===== config.mk =====
export PLATFORM = sky130hd
export DESIGN_NAME = keyboard_jog_velocity_ramp_unit
export DESIGN_NICKNAME = d
export VERILOG_FILES = /design/src/rtl/kjvr_pkg.sv /design/src/rtl/kjvr_lane.sv /design/src/rtl/kjvr_out.sv /design/src/rtl/keyboard_jog_velocity_ramp_unit.sv
export SDC_FILE = /design/constraint.sdc
export NUM_CORES = 2
export LEC_CHECK = 0
export BUFFER_PORTS_ARGS = -buffer_cell sky130_fd_sc_hd__buf_2
export CORE_UTILIZATION = 60
export CTS_CLUSTER_SIZE = 40
export DETAILED_ROUTE_END_ITERATION = 8
export PLACE_DENSITY = 0.78
export SYNTH_ARGS = -nofsm -noshare
export SYNTH_HDL_FRONTEND = slang
export SYNTH_HIERARCHICAL = 1
export SYNTH_SLANG_ARGS = --single-unit

===== constraint.sdc =====
create_clock -name clk_i -period 11.1 [get_ports clk_i]
set_input_delay 1.665 -clock clk_i [delete_from_list [all_inputs] [get_ports clk_i]]
set_output_delay 1.665 -clock clk_i [all_outputs]
set_load 0.02 [all_outputs]

===== src/rtl/kjvr_pkg.sv =====
`default_nettype none

package kjvr_pkg;

  // Fixed-point format and field widths.
  localparam int FRAC_BITS  = 16;
  localparam int VEL_W      = 20;
  localparam int LIM_W      = 19;
  localparam int POS_W      = 19;
  localparam int AGE_W      = 11;
  localparam int STEP_W     = 16;
  localparam int HOLD_W     = 10;
  localparam int JOINT_W    = 3;
  localparam int NUM_CMD    = 6;
  localparam int JOINTS_DEF = 6;
  localparam int CFG_IDX_W  = 3;
  localparam int KEY_W      = 8;
  localparam int KIND_W     = 2;

  // Stream layout.
  localparam int S_TDATA_W  = 128;
  localparam int M_TDATA_W  = 144;
  localparam int POS_VALID_BIT = KEY_W;
  localparam int POS_LSB    = KEY_W + 1;

  // Item kinds carried in tuser.
  typedef enum logic [KIND_W-1:0] {
    KIND_KEY  = 2'd0,
    KIND_TICK = 2'd1,
    KIND_CMD  = 2'd2,
    KIND_RSVD = 2'd3
  } kind_e;

  // Configuration register indexes.
  typedef enum logic [CFG_IDX_W-1:0] {
    CFG_ACCEL_STEP  = 3'd0,
    CFG_DECEL_STEP  = 3'd1,
    CFG_HOLD_TICKS  = 3'd2,
    CFG_LIMIT_STEP  = 3'd3,
    CFG_LIMIT_RESET = 3'd4,
    CFG_LIMIT_CEIL  = 3'd5,
    CFG_LIMIT_FLOOR = 3'd6,
    CFG_UNUSED      = 3'd7
  } cfg_idx_e;

  // Key codes (ASCII).
  localparam logic [KEY_W-1:0] KEY_J0_POS = 8'h31;
  localparam logic [KEY_W-1:0] KEY_J0_NEG = 8'h32;
  localparam logic [KEY_W-1:0] KEY_J1_POS = 8'h33;
  localparam logic [KEY_W-1:0] KEY_J1_NEG = 8'h34;
  localparam logic [KEY_W-1:0] KEY_J2_POS = 8'h35;
  localparam logic [KEY_W-1:0] KEY_J2_NEG = 8'h36;
  localparam logic [KEY_W-1:0] KEY_J3_POS = 8'h37;
  localparam logic [KEY_W-1:0] KEY_J3_NEG = 8'h38;
  localparam logic [KEY_W-1:0] KEY_J4_POS = 8'h39;
  localparam logic [KEY_W-1:0] KEY_J4_NEG = 8'h30;
  localparam logic [KEY_W-1:0] KEY_J5_POS = 8'h2D;
  localparam logic [KEY_W-1:0] KEY_J5_NEG = 8'h3D;
  localparam logic [KEY_W-1:0] KEY_LIM_DN  = 8'h61;
  localparam logic [KEY_W-1:0] KEY_LIM_RST = 8'h73;
  localparam logic [KEY_W-1:0] KEY_LIM_UP  = 8'h64;

  // Configuration reset values.
  localparam logic [STEP_W-1:0] ACCEL_RST      = 16'd412;
  localparam logic [STEP_W-1:0] DECEL_RST      = 16'd206;
  localparam logic [HOLD_W-1:0] HOLD_RST       = 10'd100;
  localparam logic [STEP_W-1:0] LIM_STEP_RST   = 16'd6554;
  localparam logic [LIM_W-1:0]  LIM_RESET_RST  = 19'd205887;
  localparam logic [LIM_W-1:0]  LIM_CEIL_RST   = 19'd411775;
  localparam logic [LIM_W-1:0]  LIM_FLOOR_RST  = 19'd6554;
  localparam logic [LIM_W-1:0]  LIM_MAX        = '1;

  // Converts a Q16 constant to the working fraction width, rounding to nearest.
  function automatic int rescale(input int q16);
    int mag;
    mag = (q16 < 0) ? -q16 : q16;
    if (FRAC_BITS >= 16) begin
      mag = mag * (1 << (FRAC_BITS - 16));
    end else begin
      mag = (mag + (1 << (15 - FRAC_BITS))) >>> (16 - FRAC_BITS);
    end
    return (q16 < 0) ? -mag : mag;
  endfunction

  localparam int VEL_LIMIT_RST_I = rescale(51472);
  localparam logic [LIM_W-1:0] VEL_LIMIT_RST = VEL_LIMIT_RST_I[LIM_W-1:0];

  // Joint position window, radians.
  localparam int JOINT_LO [NUM_CMD] = '{
    rescale(-205888), rescale(-194452), rescale(-5719),
    rescale(-197309), rescale(-115527), rescale(-197309)
  };
  localparam int JOINT_HI [NUM_CMD] = '{
    rescale(137259), rescale(11438), rescale(205888),
    rescale(197309), rescale(115527), rescale(197309)
  };

  // Direction key decode result.
  typedef struct packed {
    logic               hit;
    logic [JOINT_W-1:0] joint;
    logic               neg;
  } dir_key_t;

  // Control broadcast to every lane.
  typedef struct packed {
    logic               tick;
    logic               key_hit;
    logic [JOINT_W-1:0] key_joint;
    logic               key_neg;
  } lane_ctrl_t;

  // Ramp settings shared by the lanes.
  typedef struct packed {
    logic [STEP_W-1:0] accel;
    logic [STEP_W-1:0] decel;
    logic [HOLD_W-1:0] hold;
    logic [LIM_W-1:0]  limit;
  } ramp_cfg_t;

  // One result transaction.
  typedef struct packed {
    logic [LIM_W-1:0]                limit;
    logic [NUM_CMD-1:0][VEL_W-1:0]   cmd;
  } result_t;

  function automatic dir_key_t dir_key_decode(input logic [KEY_W-1:0] code);
    dir_key_t r;
    r = '0;
    r.hit = 1'b1;
    case (code)
      KEY_J0_POS: begin r.joint = 3'd0; r.neg = 1'b0; end
      KEY_J0_NEG: begin r.joint = 3'd0; r.neg = 1'b1; end
      KEY_J1_POS: begin r.joint = 3'd1; r.neg = 1'b0; end
      KEY_J1_NEG: begin r.joint = 3'd1; r.neg = 1'b1; end
      KEY_J2_POS: begin r.joint = 3'd2; r.neg = 1'b0; end
      KEY_J2_NEG: begin r.joint = 3'd2; r.neg = 1'b1; end
      KEY_J3_POS: begin r.joint = 3'd3; r.neg = 1'b0; end
      KEY_J3_NEG: begin r.joint = 3'd3; r.neg = 1'b1; end
      KEY_J4_POS: begin r.joint = 3'd4; r.neg = 1'b0; end
      KEY_J4_NEG: begin r.joint = 3'd4; r.neg = 1'b1; end
      KEY_J5_POS: begin r.joint = 3'd5; r.neg = 1'b0; end
      KEY_J5_NEG: begin r.joint = 3'd5; r.neg = 1'b1; end
      default:    r.hit = 1'b0;
    endcase
    return r;
  endfunction

endpackage

`default_nettype wire


===== src/rtl/kjvr_lane.sv =====
`default_nettype none

module kjvr_lane #(
  parameter int LANE = 0
) (
  input  wire logic                          clk_i,
  input  wire logic                          rst_ni,
  input  wire kjvr_pkg::lane_ctrl_t          ctrl_i,
  input  wire kjvr_pkg::ramp_cfg_t           cfg_i,
  output logic signed [kjvr_pkg::VEL_W-1:0]  vel_o
);

  localparam int VW = kjvr_pkg::VEL_W;

  logic [kjvr_pkg::AGE_W-1:0] age_q, age_d, age_inc;
  logic                       pos_q, pos_d, neg_q, neg_d;
  logic signed [VW-1:0]       vel_q, vel_d;
  logic                       drop, lat_pos, lat_neg, key_mine;
  logic signed [VW:0]         v, lim, acc, dec, vnext;

  // Aging, latch drop and the ramp step for one tick.
  always_comb begin
    age_inc = (age_q == '1) ? age_q : age_q + 1'b1;
    drop    = age_inc > {1'b0, cfg_i.hold};
    lat_pos = pos_q & ~drop;
    lat_neg = neg_q & ~drop;

    v   = {vel_q[VW-1], vel_q};
    lim = {2'b00, cfg_i.limit};
    acc = {5'b00000, cfg_i.accel};
    dec = {5'b00000, cfg_i.decel};

    if (lat_pos) begin
      vnext = (v < lim - acc) ? v + acc : lim;
    end else if (lat_neg) begin
      vnext = (v > acc - lim) ? v - acc : -lim;
    end else if (v > dec) begin
      vnext = v - dec;
    end else if (v < -dec) begin
      vnext = v + dec;
    end else begin
      vnext = '0;
    end
  end

  assign key_mine = ctrl_i.key_hit && (ctrl_i.key_joint == kjvr_pkg::JOINT_W'(LANE));

  // Next-state selection for tick and key transactions.
  always_comb begin
    age_d = age_q;
    pos_d = pos_q;
    neg_d = neg_q;
    vel_d = vel_q;
    if (ctrl_i.tick) begin
      age_d = age_inc;
      pos_d = lat_pos;
      neg_d = lat_neg;
      vel_d = vnext[VW-1:0];
    end else if (key_mine) begin
      age_d = '0;
      if (ctrl_i.key_neg) begin
        neg_d = 1'b1;
      end else begin
        pos_d = 1'b1;
      end
    end
  end

  always_ff @(posedge clk_i or negedge rst_ni) begin
    if (!rst_ni) begin
      age_q <= '0;
      pos_q <= 1'b0;
      neg_q <= 1'b0;
      vel_q <= '0;
    end else begin
      age_q <= age_d;
      pos_q <= pos_d;
      neg_q <= neg_d;
      vel_q <= vel_d;
    end
  end

  assign vel_o = vel_q;

endmodule

`default_nettype wire


===== src/rtl/kjvr_out.sv =====
`default_nettype none

module kjvr_out (
  input  wire logic                                             clk_i,
  input  wire logic                                             rst_ni,
  input  wire logic                                             push_i,
  input  wire logic                                             pos_valid_i,
  input  wire logic [kjvr_pkg::NUM_CMD-1:0][kjvr_pkg::POS_W-1:0] pos_i,
  input  wire logic [kjvr_pkg::NUM_CMD-1:0][kjvr_pkg::VEL_W-1:0] vel_i,
  input  wire logic [kjvr_pkg::LIM_W-1:0]                        limit_i,
  output logic                                                  in_ready_o,
  output logic                                                  out_valid_o,
  input  wire logic                                             out_ready_i,
  output kjvr_pkg::result_t                                     out_data_o
);

  localparam int VW = kjvr_pkg::VEL_W;

  kjvr_pkg::result_t res;
  kjvr_pkg::result_t out_q, out_d, skid_q, skid_d;
  logic              out_vq, out_vd, skid_vq, skid_vd;
  logic              pop;

  // Merge the lanes: halve the wrist joints, then zero motion past the window.
  always_comb begin
    logic signed [VW-1:0]               c;
    logic signed [kjvr_pkg::POS_W-1:0]  p;
    res.limit = limit_i;
    for (int i = 0; i < kjvr_pkg::NUM_CMD; i++) begin
      c = $signed(vel_i[i]);
      p = $signed(pos_i[i]);
      if (i >= 3) begin
        c = c >>> 1;
      end
      if (pos_valid_i) begin
        if ((p < kjvr_pkg::JOINT_LO[i]) && (c < 0)) begin
          c = '0;
        end
        if ((p > kjvr_pkg::JOINT_HI[i]) && (c > 0)) begin
          c = '0;
        end
      end
      res.cmd[i] = c;
    end
  end

  // Output register with a skid stage behind it.
  assign pop = out_vq && out_ready_i;

  always_comb begin
    out_d   = out_q;
    out_vd  = out_vq;
    skid_d  = skid_q;
    skid_vd = skid_vq;
    if (skid_vq) begin
      if (pop) begin
        out_d   = skid_q;
        out_vd  = 1'b1;
        skid_vd = 1'b0;
      end
    end else if (push_i) begin
      if (!out_vq || pop) begin
        out_d  = res;
        out_vd = 1'b1;
      end else begin
        skid_d  = res;
        skid_vd = 1'b1;
      end
    end else if (pop) begin
      out_vd = 1'b0;
    end
  end

  always_ff @(posedge clk_i or negedge rst_ni) begin
    if (!rst_ni) begin
      out_vq  <= 1'b0;
      skid_vq <= 1'b0;
    end else begin
      out_vq  <= out_vd;
      skid_vq <= skid_vd;
    end
  end

  always_ff @(posedge clk_i) begin
    out_q  <= out_d;
    skid_q <= skid_d;
  end

  assign in_ready_o  = ~skid_vq;
  assign out_valid_o = out_vq;
  assign out_data_o  = out_q;

endmodule

`default_nettype wire


===== src/rtl/keyboard_jog_velocity_ramp_unit.sv =====
`default_nettype none

// Jog velocity generator for up to six joints with slew-rate limiting.
// Input stream: tuser carries the item kind (key press, 1 ms tick, command
// request); tdata carries the key byte, the position-valid flag and six
// measured joint positions. A key press latches a joint direction or moves
// the velocity limit; a tick ages the latches and ramps every joint one step.
// Only a command request produces an output transaction: six velocity
// commands (joints 3 to 5 halved, clipped at the joint window when positions
// are valid) and the present velocity limit.
// Throughput is one input transaction per cycle unless the skid stage is full:
// all joints update in parallel lanes in the cycle the transaction is accepted.
// A command result is registered in the output register or the skid stage.
// When the receiver stalls, one result waits in the output register and a
// second in the skid stage; s_axis_tready_o drops only while the skid stage
// is full. Reset clears velocities, latches and hold ages, loads the default
// limit and step settings, and empties the output; no clearing pass is needed.
// The configuration port writes one register per cycle and may be used only
// while no transaction is in flight.
module keyboard_jog_velocity_ramp_unit #(
  parameter int JOINTS = kjvr_pkg::JOINTS_DEF
) (
  input  wire logic                               clk_i,
  input  wire logic                               rst_ni,
  // Input stream.
  input  wire logic                               s_axis_tvalid_i,
  output logic                                    s_axis_tready_o,
  // tdata from bit 0: key_code[7:0], pos_valid, pos_0 .. pos_5 (19 each), zero pad
  input  wire logic [kjvr_pkg::S_TDATA_W-1:0]     s_axis_tdata_i,
  // tuser: kind[1:0]
  input  wire logic [kjvr_pkg::KIND_W-1:0]        s_axis_tuser_i,
  // Output stream.
  output logic                                    m_axis_tvalid_o,
  input  wire logic                               m_axis_tready_i,
  // tdata from bit 0: cmd_0 .. cmd_5 (20 each), current_limit (19), zero pad
  output logic [kjvr_pkg::M_TDATA_W-1:0]          m_axis_tdata_o,
  // Configuration write port.
  input  wire logic                               cfg_we_i,
  input  wire logic [kjvr_pkg::CFG_IDX_W-1:0]     cfg_idx_i,
  input  wire logic [kjvr_pkg::LIM_W-1:0]         cfg_wdata_i
);

  localparam int LW = kjvr_pkg::LIM_W;

  logic [kjvr_pkg::STEP_W-1:0] accel_q, decel_q, lim_step_q;
  logic [kjvr_pkg::HOLD_W-1:0] hold_q;
  logic [LW-1:0]               lim_reset_q, lim_ceil_q, lim_floor_q;
  logic [LW-1:0]               limit_q, limit_d;

  logic                  in_fire, in_ready;
  kjvr_pkg::kind_e       kind;
  logic [kjvr_pkg::KEY_W-1:0] key_code;
  kjvr_pkg::dir_key_t    dkey;
  kjvr_pkg::lane_ctrl_t  ctrl;
  kjvr_pkg::ramp_cfg_t   rcfg;
  kjvr_pkg::result_t     res;

  logic signed [JOINTS-1:0][kjvr_pkg::VEL_W-1:0]         lane_vel;
  logic [kjvr_pkg::NUM_CMD-1:0][kjvr_pkg::VEL_W-1:0]     vel;
  logic [kjvr_pkg::NUM_CMD-1:0][kjvr_pkg::POS_W-1:0]     pos;

  assign in_fire  = s_axis_tvalid_i && in_ready;
  assign kind     = kjvr_pkg::kind_e'(s_axis_tuser_i);
  assign key_code = s_axis_tdata_i[kjvr_pkg::KEY_W-1:0];
  assign dkey     = kjvr_pkg::dir_key_decode(key_code);

  // Configuration registers.
  always_ff @(posedge clk_i or negedge rst_ni) begin
    if (!rst_ni) begin
      accel_q     <= kjvr_pkg::ACCEL_RST;
      decel_q     <= kjvr_pkg::DECEL_RST;
      hold_q      <= kjvr_pkg::HOLD_RST;
      lim_step_q  <= kjvr_pkg::LIM_STEP_RST;
      lim_reset_q <= kjvr_pkg::LIM_RESET_RST;
      lim_ceil_q  <= kjvr_pkg::LIM_CEIL_RST;
      lim_floor_q <= kjvr_pkg::LIM_FLOOR_RST;
    end else if (cfg_we_i) begin
      case (kjvr_pkg::cfg_idx_e'(cfg_idx_i))
        kjvr_pkg::CFG_ACCEL_STEP:  accel_q     <= cfg_wdata_i[kjvr_pkg::STEP_W-1:0];
        kjvr_pkg::CFG_DECEL_STEP:  decel_q     <= cfg_wdata_i[kjvr_pkg::STEP_W-1:0];
        kjvr_pkg::CFG_HOLD_TICKS:  hold_q      <= cfg_wdata_i[kjvr_pkg::HOLD_W-1:0];
        kjvr_pkg::CFG_LIMIT_STEP:  lim_step_q  <= cfg_wdata_i[kjvr_pkg::STEP_W-1:0];
        kjvr_pkg::CFG_LIMIT_RESET: lim_reset_q <= cfg_wdata_i;
        kjvr_pkg::CFG_LIMIT_CEIL:  lim_ceil_q  <= cfg_wdata_i;
        kjvr_pkg::CFG_LIMIT_FLOOR: lim_floor_q <= cfg_wdata_i;
        default: ;
      endcase
    end
  end

  // Velocity limit keys: lower, reload, raise.
  always_comb begin
    logic signed [LW:0]   dn;
    logic signed [LW+1:0] up_bound;
    logic [LW:0]          up;
    dn       = $signed({1'b0, limit_q}) - $signed({4'b0000, lim_step_q});
    up_bound = $signed({2'b00, lim_ceil_q}) - $signed({5'b00000, lim_step_q});
    up       = {1'b0, limit_q} + {4'b0000, lim_step_q};
    limit_d  = limit_q;
    if (in_fire && (kind == kjvr_pkg::KIND_KEY)) begin
      case (key_code)
        kjvr_pkg::KEY_LIM_DN: begin
          if (limit_q > lim_floor_q) begin
            limit_d = (dn < 0) ? '0 : dn[LW-1:0];
          end
        end
        kjvr_pkg::KEY_LIM_RST: limit_d = lim_reset_q;
        kjvr_pkg::KEY_LIM_UP: begin
          if ($signed({2'b00, limit_q}) < up_bound) begin
            limit_d = up[LW] ? kjvr_pkg::LIM_MAX : up[LW-1:0];
          end
        end
        default: ;
      endcase
    end
  end

  always_ff @(posedge clk_i or negedge rst_ni) begin
    if (!rst_ni) begin
      limit_q <= kjvr_pkg::VEL_LIMIT_RST;
    end else begin
      limit_q <= limit_d;
    end
  end

  // Broadcast control and settings to the lanes.
  always_comb begin
    ctrl.tick      = in_fire && (kind == kjvr_pkg::KIND_TICK);
    ctrl.key_hit   = in_fire && (kind == kjvr_pkg::KIND_KEY) && dkey.hit;
    ctrl.key_joint = dkey.joint;
    ctrl.key_neg   = dkey.neg;
    rcfg.accel     = accel_q;
    rcfg.decel     = decel_q;
    rcfg.hold      = hold_q;
    rcfg.limit     = limit_q;
  end

  // One lane per joint.
  for (genvar j = 0; j < JOINTS; j++) begin : g_lane
    kjvr_lane #(
      .LANE (j)
    ) u_lane (
      .clk_i  (clk_i),
      .rst_ni (rst_ni),
      .ctrl_i (ctrl),
      .cfg_i  (rcfg),
      .vel_o  (lane_vel[j])
    );
  end

  // Joints without a lane report zero; unpack positions.
  for (genvar k = 0; k < kjvr_pkg::NUM_CMD; k++) begin : g_cmd
    if (k < JOINTS) begin : g_have
      assign vel[k] = lane_vel[k];
    end else begin : g_none
      assign vel[k] = '0;
    end
    assign pos[k] = s_axis_tdata_i[kjvr_pkg::POS_LSB + k*kjvr_pkg::POS_W +: kjvr_pkg::POS_W];
  end

  kjvr_out u_out (
    .clk_i       (clk_i),
    .rst_ni      (rst_ni),
    .push_i      (in_fire && (kind == kjvr_pkg::KIND_CMD)),
    .pos_valid_i (s_axis_tdata_i[kjvr_pkg::POS_VALID_BIT]),
    .pos_i       (pos),
    .vel_i       (vel),
    .limit_i     (limit_q),
    .in_ready_o  (in_ready),
    .out_valid_o (m_axis_tvalid_o),
    .out_ready_i (m_axis_tready_i),
    .out_data_o  (res)
  );

  assign s_axis_tready_o = in_ready;
  assign m_axis_tdata_o  = {
    (kjvr_pkg::M_TDATA_W - $bits(kjvr_pkg::result_t))'(0), res
  };

endmodule

`default_nettype wire


==> metrics <==
CP Class=flop to flop; reg2reg path depth=22; reg2reg start=limit_q[2]; CTS tree=built; normalized max-slew margin=18.0%; Hold Path Class=flop to flop; Die X=363 um; met2 WL=between 100,000 and 150,000 um; met3 wire length=roughly 32,000 um; Antenna Cells=0; total overflow reported by the global router=0; nets@finish=11,112; initial core utilization=60.5%; WL/cell=24.8 um; postcts setup bufs=0; Final Cell Area=83,800 sq um; CTS Buffer Depth=3; WL met1=roughly 120,000 um; Arr. time, crit path=approximately 7.6 ns; CP Cell Sequence=buf_4, inv_1, ha_1, a21o_1, a21oi_1, nor2_1, o221a_2, o211ai_1, o211ai_1, o41ai_1, nor3_1, xor2_1, ha_1, nand4_1, or4_1, a21oi_1, nand3b_1, mux2_2, a211oi_1, a31o_2, a222oi_1, o21ai_0; hold path endpoint=lim_floor_q[10]; Switching Fraction=53.5%; CP startpoint kind=flop; vias post-DR=77,825; final slew viol count=0; Placeable Area=~130,000 sq um; Rows=132; layout cells sized above 1=10.2%; DRC=0; I/O pin cnt=303; Worst-Margin Slew=1.23 ns; Crit path largest cell delay=around 0.7 ns; pre-CTS WS=~4.3 ns; Max Clock Freq=0.143 GHz; Syn Inst Count=9,774; Area Overhead vs Synth=6.97%; RSZ-0062 raised after global routing=no; antenna violation net count after detailed routing=0; Clk pin slew, worst setup/hold paths=0.06 ns; Worst Path Max Fanout=35; Setup crit end kind=flop; FF+latch count, synth=around 610; vias in the first global route=73,018; Post-Syn Area per Cell=8.01 sq um; setup_tns=0 ns; Hold Vio Cnt, Final=0; Reg power frac=19.1%; Post-synth top flop=dfrtp_1; family with the most delay on the worst path=compound AO/OA/AOI/OAI gates; Int Power=0.0106 W; EDFF count, synth=272; Min Hold Slack=0.507 ns; worst skew pair latency=0.72 ns; IO Port Bufs=290; Buf+Inv Stages, Crit Path=2; mapped cell area=78,300 sq um; CTS resizes=0; root buf cell=clkbuf_16; synth warn=6; Cell Area, Placed=81,100 sq um; crit share post-route=62.9%; critical path's slowest cell=dfrtp_2; Worst R2R End=g_lane[3].u_lane/vel_o[3]; Tmin final=approximately 7 ns; P_sw=0.0122 W; fillers=approximately 11,000; Detailed Route WL=roughly 290,000 um; Seq/Total Area, Yosys=21.2%; Req. time, crit path=roughly 12 ns; htree depth=3; first-pass GRT wire length=431,000 um; clock sink count=606; outcome=finished, final reports clean; combinational power share=69.1%; Max-Cap Viols=0; antenna violations before repair=11; worst-case register-to-register setup slack=4.12 ns; Total GRT Usage=approximately 42%; ys async rst share=55.1%; slack of the critical path=around 4 ns; Max Used Layer=met5; GP Congestion=1.01; min-delay src=lim_floor_q[10]; Power Density=273 nW/um^2; die area=132,000 sq um; Num CTS Buffers=77; pin count of the biggest net entering global routing=around 120; number of hold buffers added after cts=0; Synth cell types=121; maximum VDD drop=0.000238 V; Clock power frac=between 10% and 20%; Clock Skew=roughly 0.051 ns; Hold Crit Depth=1; DP HPWL=214,000 um; DR vias/cell=6.69; Static Leak=35.9 nW; Initial DRC Count=8,637; final setup vio count=0; TritonRoute pass-1 iters=7; Vert. Die Dim=~360 um
## final cells by class
| class | instances | area (sq um) | area share, % |
|---|---|---|---|
| clock buffer | 93 | 2070 | 2.47 |
| timing repair buffer | 427 | 2510 | 3.00 |
| inverter | 700 | 2630 | 3.14 |
| clock inverter | 50 | 606 | 0.723 |
| sequential | 606 | 16600 | 19.9 |
| multi-input combinational | 8011 | 57100 | 68.2 |
| tap | 1742 | 2180 | 2.60 |
## synth_stat cells (all sizes together) (31+ instances only)
master | count | area share [%]
a2111oi | 31 | 0.46
a211o | 37 | 0.41
a211oi | 145 | 1.4
a21boi | 36 | 0.35
a21o | 155 | 1.5
a21oi | 822 | 5.3
a221oi | 64 | 0.72
a31o | 32 | 0.36
a31oi | 86 | 0.73
and2 | 73 | 0.58
and3 | 42 | 0.34
buf | 111 | 0.86
clkbuf | 350 | 1.8
dfrtp | 281 | 9.0
dfstp | 53 | 1.8
edfxtp | 272 | 10
fa | 39 | 1.0
ha | 1093 | 17
inv | 693 | 3.3
mux2 | 165 | 2.4
mux2i | 52 | 0.67
nand2 | 780 | 3.8
nand2b | 128 | 1.0
nand3 | 228 | 1.5
nand4 | 170 | 1.4
nor2 | 854 | 4.1
nor2b | 152 | 1.2
nor3 | 292 | 1.9
nor4 | 124 | 1.0
o211ai | 129 | 1.2
o21a | 103 | 0.99
o21ai | 580 | 3.8
o21bai | 86 | 0.82
o221ai | 42 | 0.47
o22ai | 55 | 0.44
o31a | 35 | 0.39
o31ai | 119 | 1.2
or2 | 50 | 0.40
or3 | 80 | 0.65
or4 | 46 | 0.45
xnor2 | 466 | 5.2
xor2 | 169 | 1.9
## power by group through the flow
stage	Clock [W]	Sequential [W]	Combinational, W
2_1_floorplan	0	0.00386	0.0115
3_3_place_gp	0	0.00430	0.0150
3_5_place_dp	0	0.00432	0.0153
4_1_cts	0.00272	0.00428	0.0154
5_1_grt	0.00279	0.00437	0.0173
6_report	0.00269	0.00437	0.0158
## cell usage in the layout, fill, tap and decap left out, types with 64 or more instances in the layout
master	n
ha_1	1093
nand3_1	227
nor4_1	123
a221oi_1	64
clkbuf_16	79
o21ai_0	547
buf_2	289
inv_1	693
o211ai_1	129
nor3_1	285
nor2_1	843
a21oi_1	813
xnor2_1	466
o21a_1	103
mux2_2	159
and2_1	71
dfrtp_1	255
a211oi_1	139
buf_4	135
a21o_1	155
o31ai_1	116
nand2b_1	128
nand4_1	170
a31oi_1	84
nor2b_1	152
xor2_1	169
edfxtp_1	272
o21bai_1	86
or3_1	79
nand2_1	766
## how the worst max path moves through the flow
stage | depth (start not counted) | start | to
3_3_place_gp | 22 | limit_q[2] | g_lane[4].u_lane/vel_o[3]
4_1_cts | 22 | limit_q[2] | g_lane[3].u_lane/vel_o[3]
6_report | 22 | limit_q[2] | g_lane[3].u_lane/vel_o[3]
3_5_place_dp | 22 | limit_q[2] | g_lane[3].u_lane/vel_o[3]
2_1_floorplan | 4 | s_axis_tvalid_i | u_out/out_data_o[0]
5_1_grt | 22 | limit_q[2] | g_lane[4].u_lane/vel_o[3]
## state kept, by name, summed over array words and instances (netlist names)
register	count
hold_q	10
u_out/skid_vq	1
lim_reset_q	19
g_lane.u_lane/neg_q	6
u_out/out_data_o	136
lim_ceil_q	19
u_out/skid_q	136
u_out/out_valid_o	1
decel_q	16
limit_q	19
accel_q	16
g_lane.u_lane/age_q	66
g_lane.u_lane/pos_q	6
lim_floor_q	19
g_lane.u_lane/vel_o	120
lim_step_q	16
## logic make-up after synthesis
| logic type | after synthesis | synth area share [%] |
|---|---|---|
| mux | 217 | 3.04 |
| other cells | 1 | 0.00479 |
| simple gates | 3133 | 19.6 |
| fa+ha+maj | 1132 | 18.5 |
| buf+inv | 1161 | 6.04 |
| compound gates | 2889 | 24.6 |
| flops | 606 | 21.2 |
| xor+xnor | 635 | 7.10 |
## metrics by stage
| step | utilization [%] | instances | total power, W |
|---|---|---|---|
| global placement | 62.6 | 11486 | 0.0193 |
| global route | 64.7 | 11629 | 0.0245 |
| finish | 64.7 | 11629 | 0.0229 |
| detailed placement | 62.6 | 11486 | 0.0196 |
| CTS | 64.7 | 11629 | 0.0224 |
| floorplan | - | 9778 | 0.0154 |
## routing by layer
metal  up-vias  track usage (%)
li1      35906                -
met1     36964             56.2
met2      4107             62.9
met3       842             8.38
met4         6             25.3
met5         -                0
No activity file was read; power rests on OpenSTA's default activity.
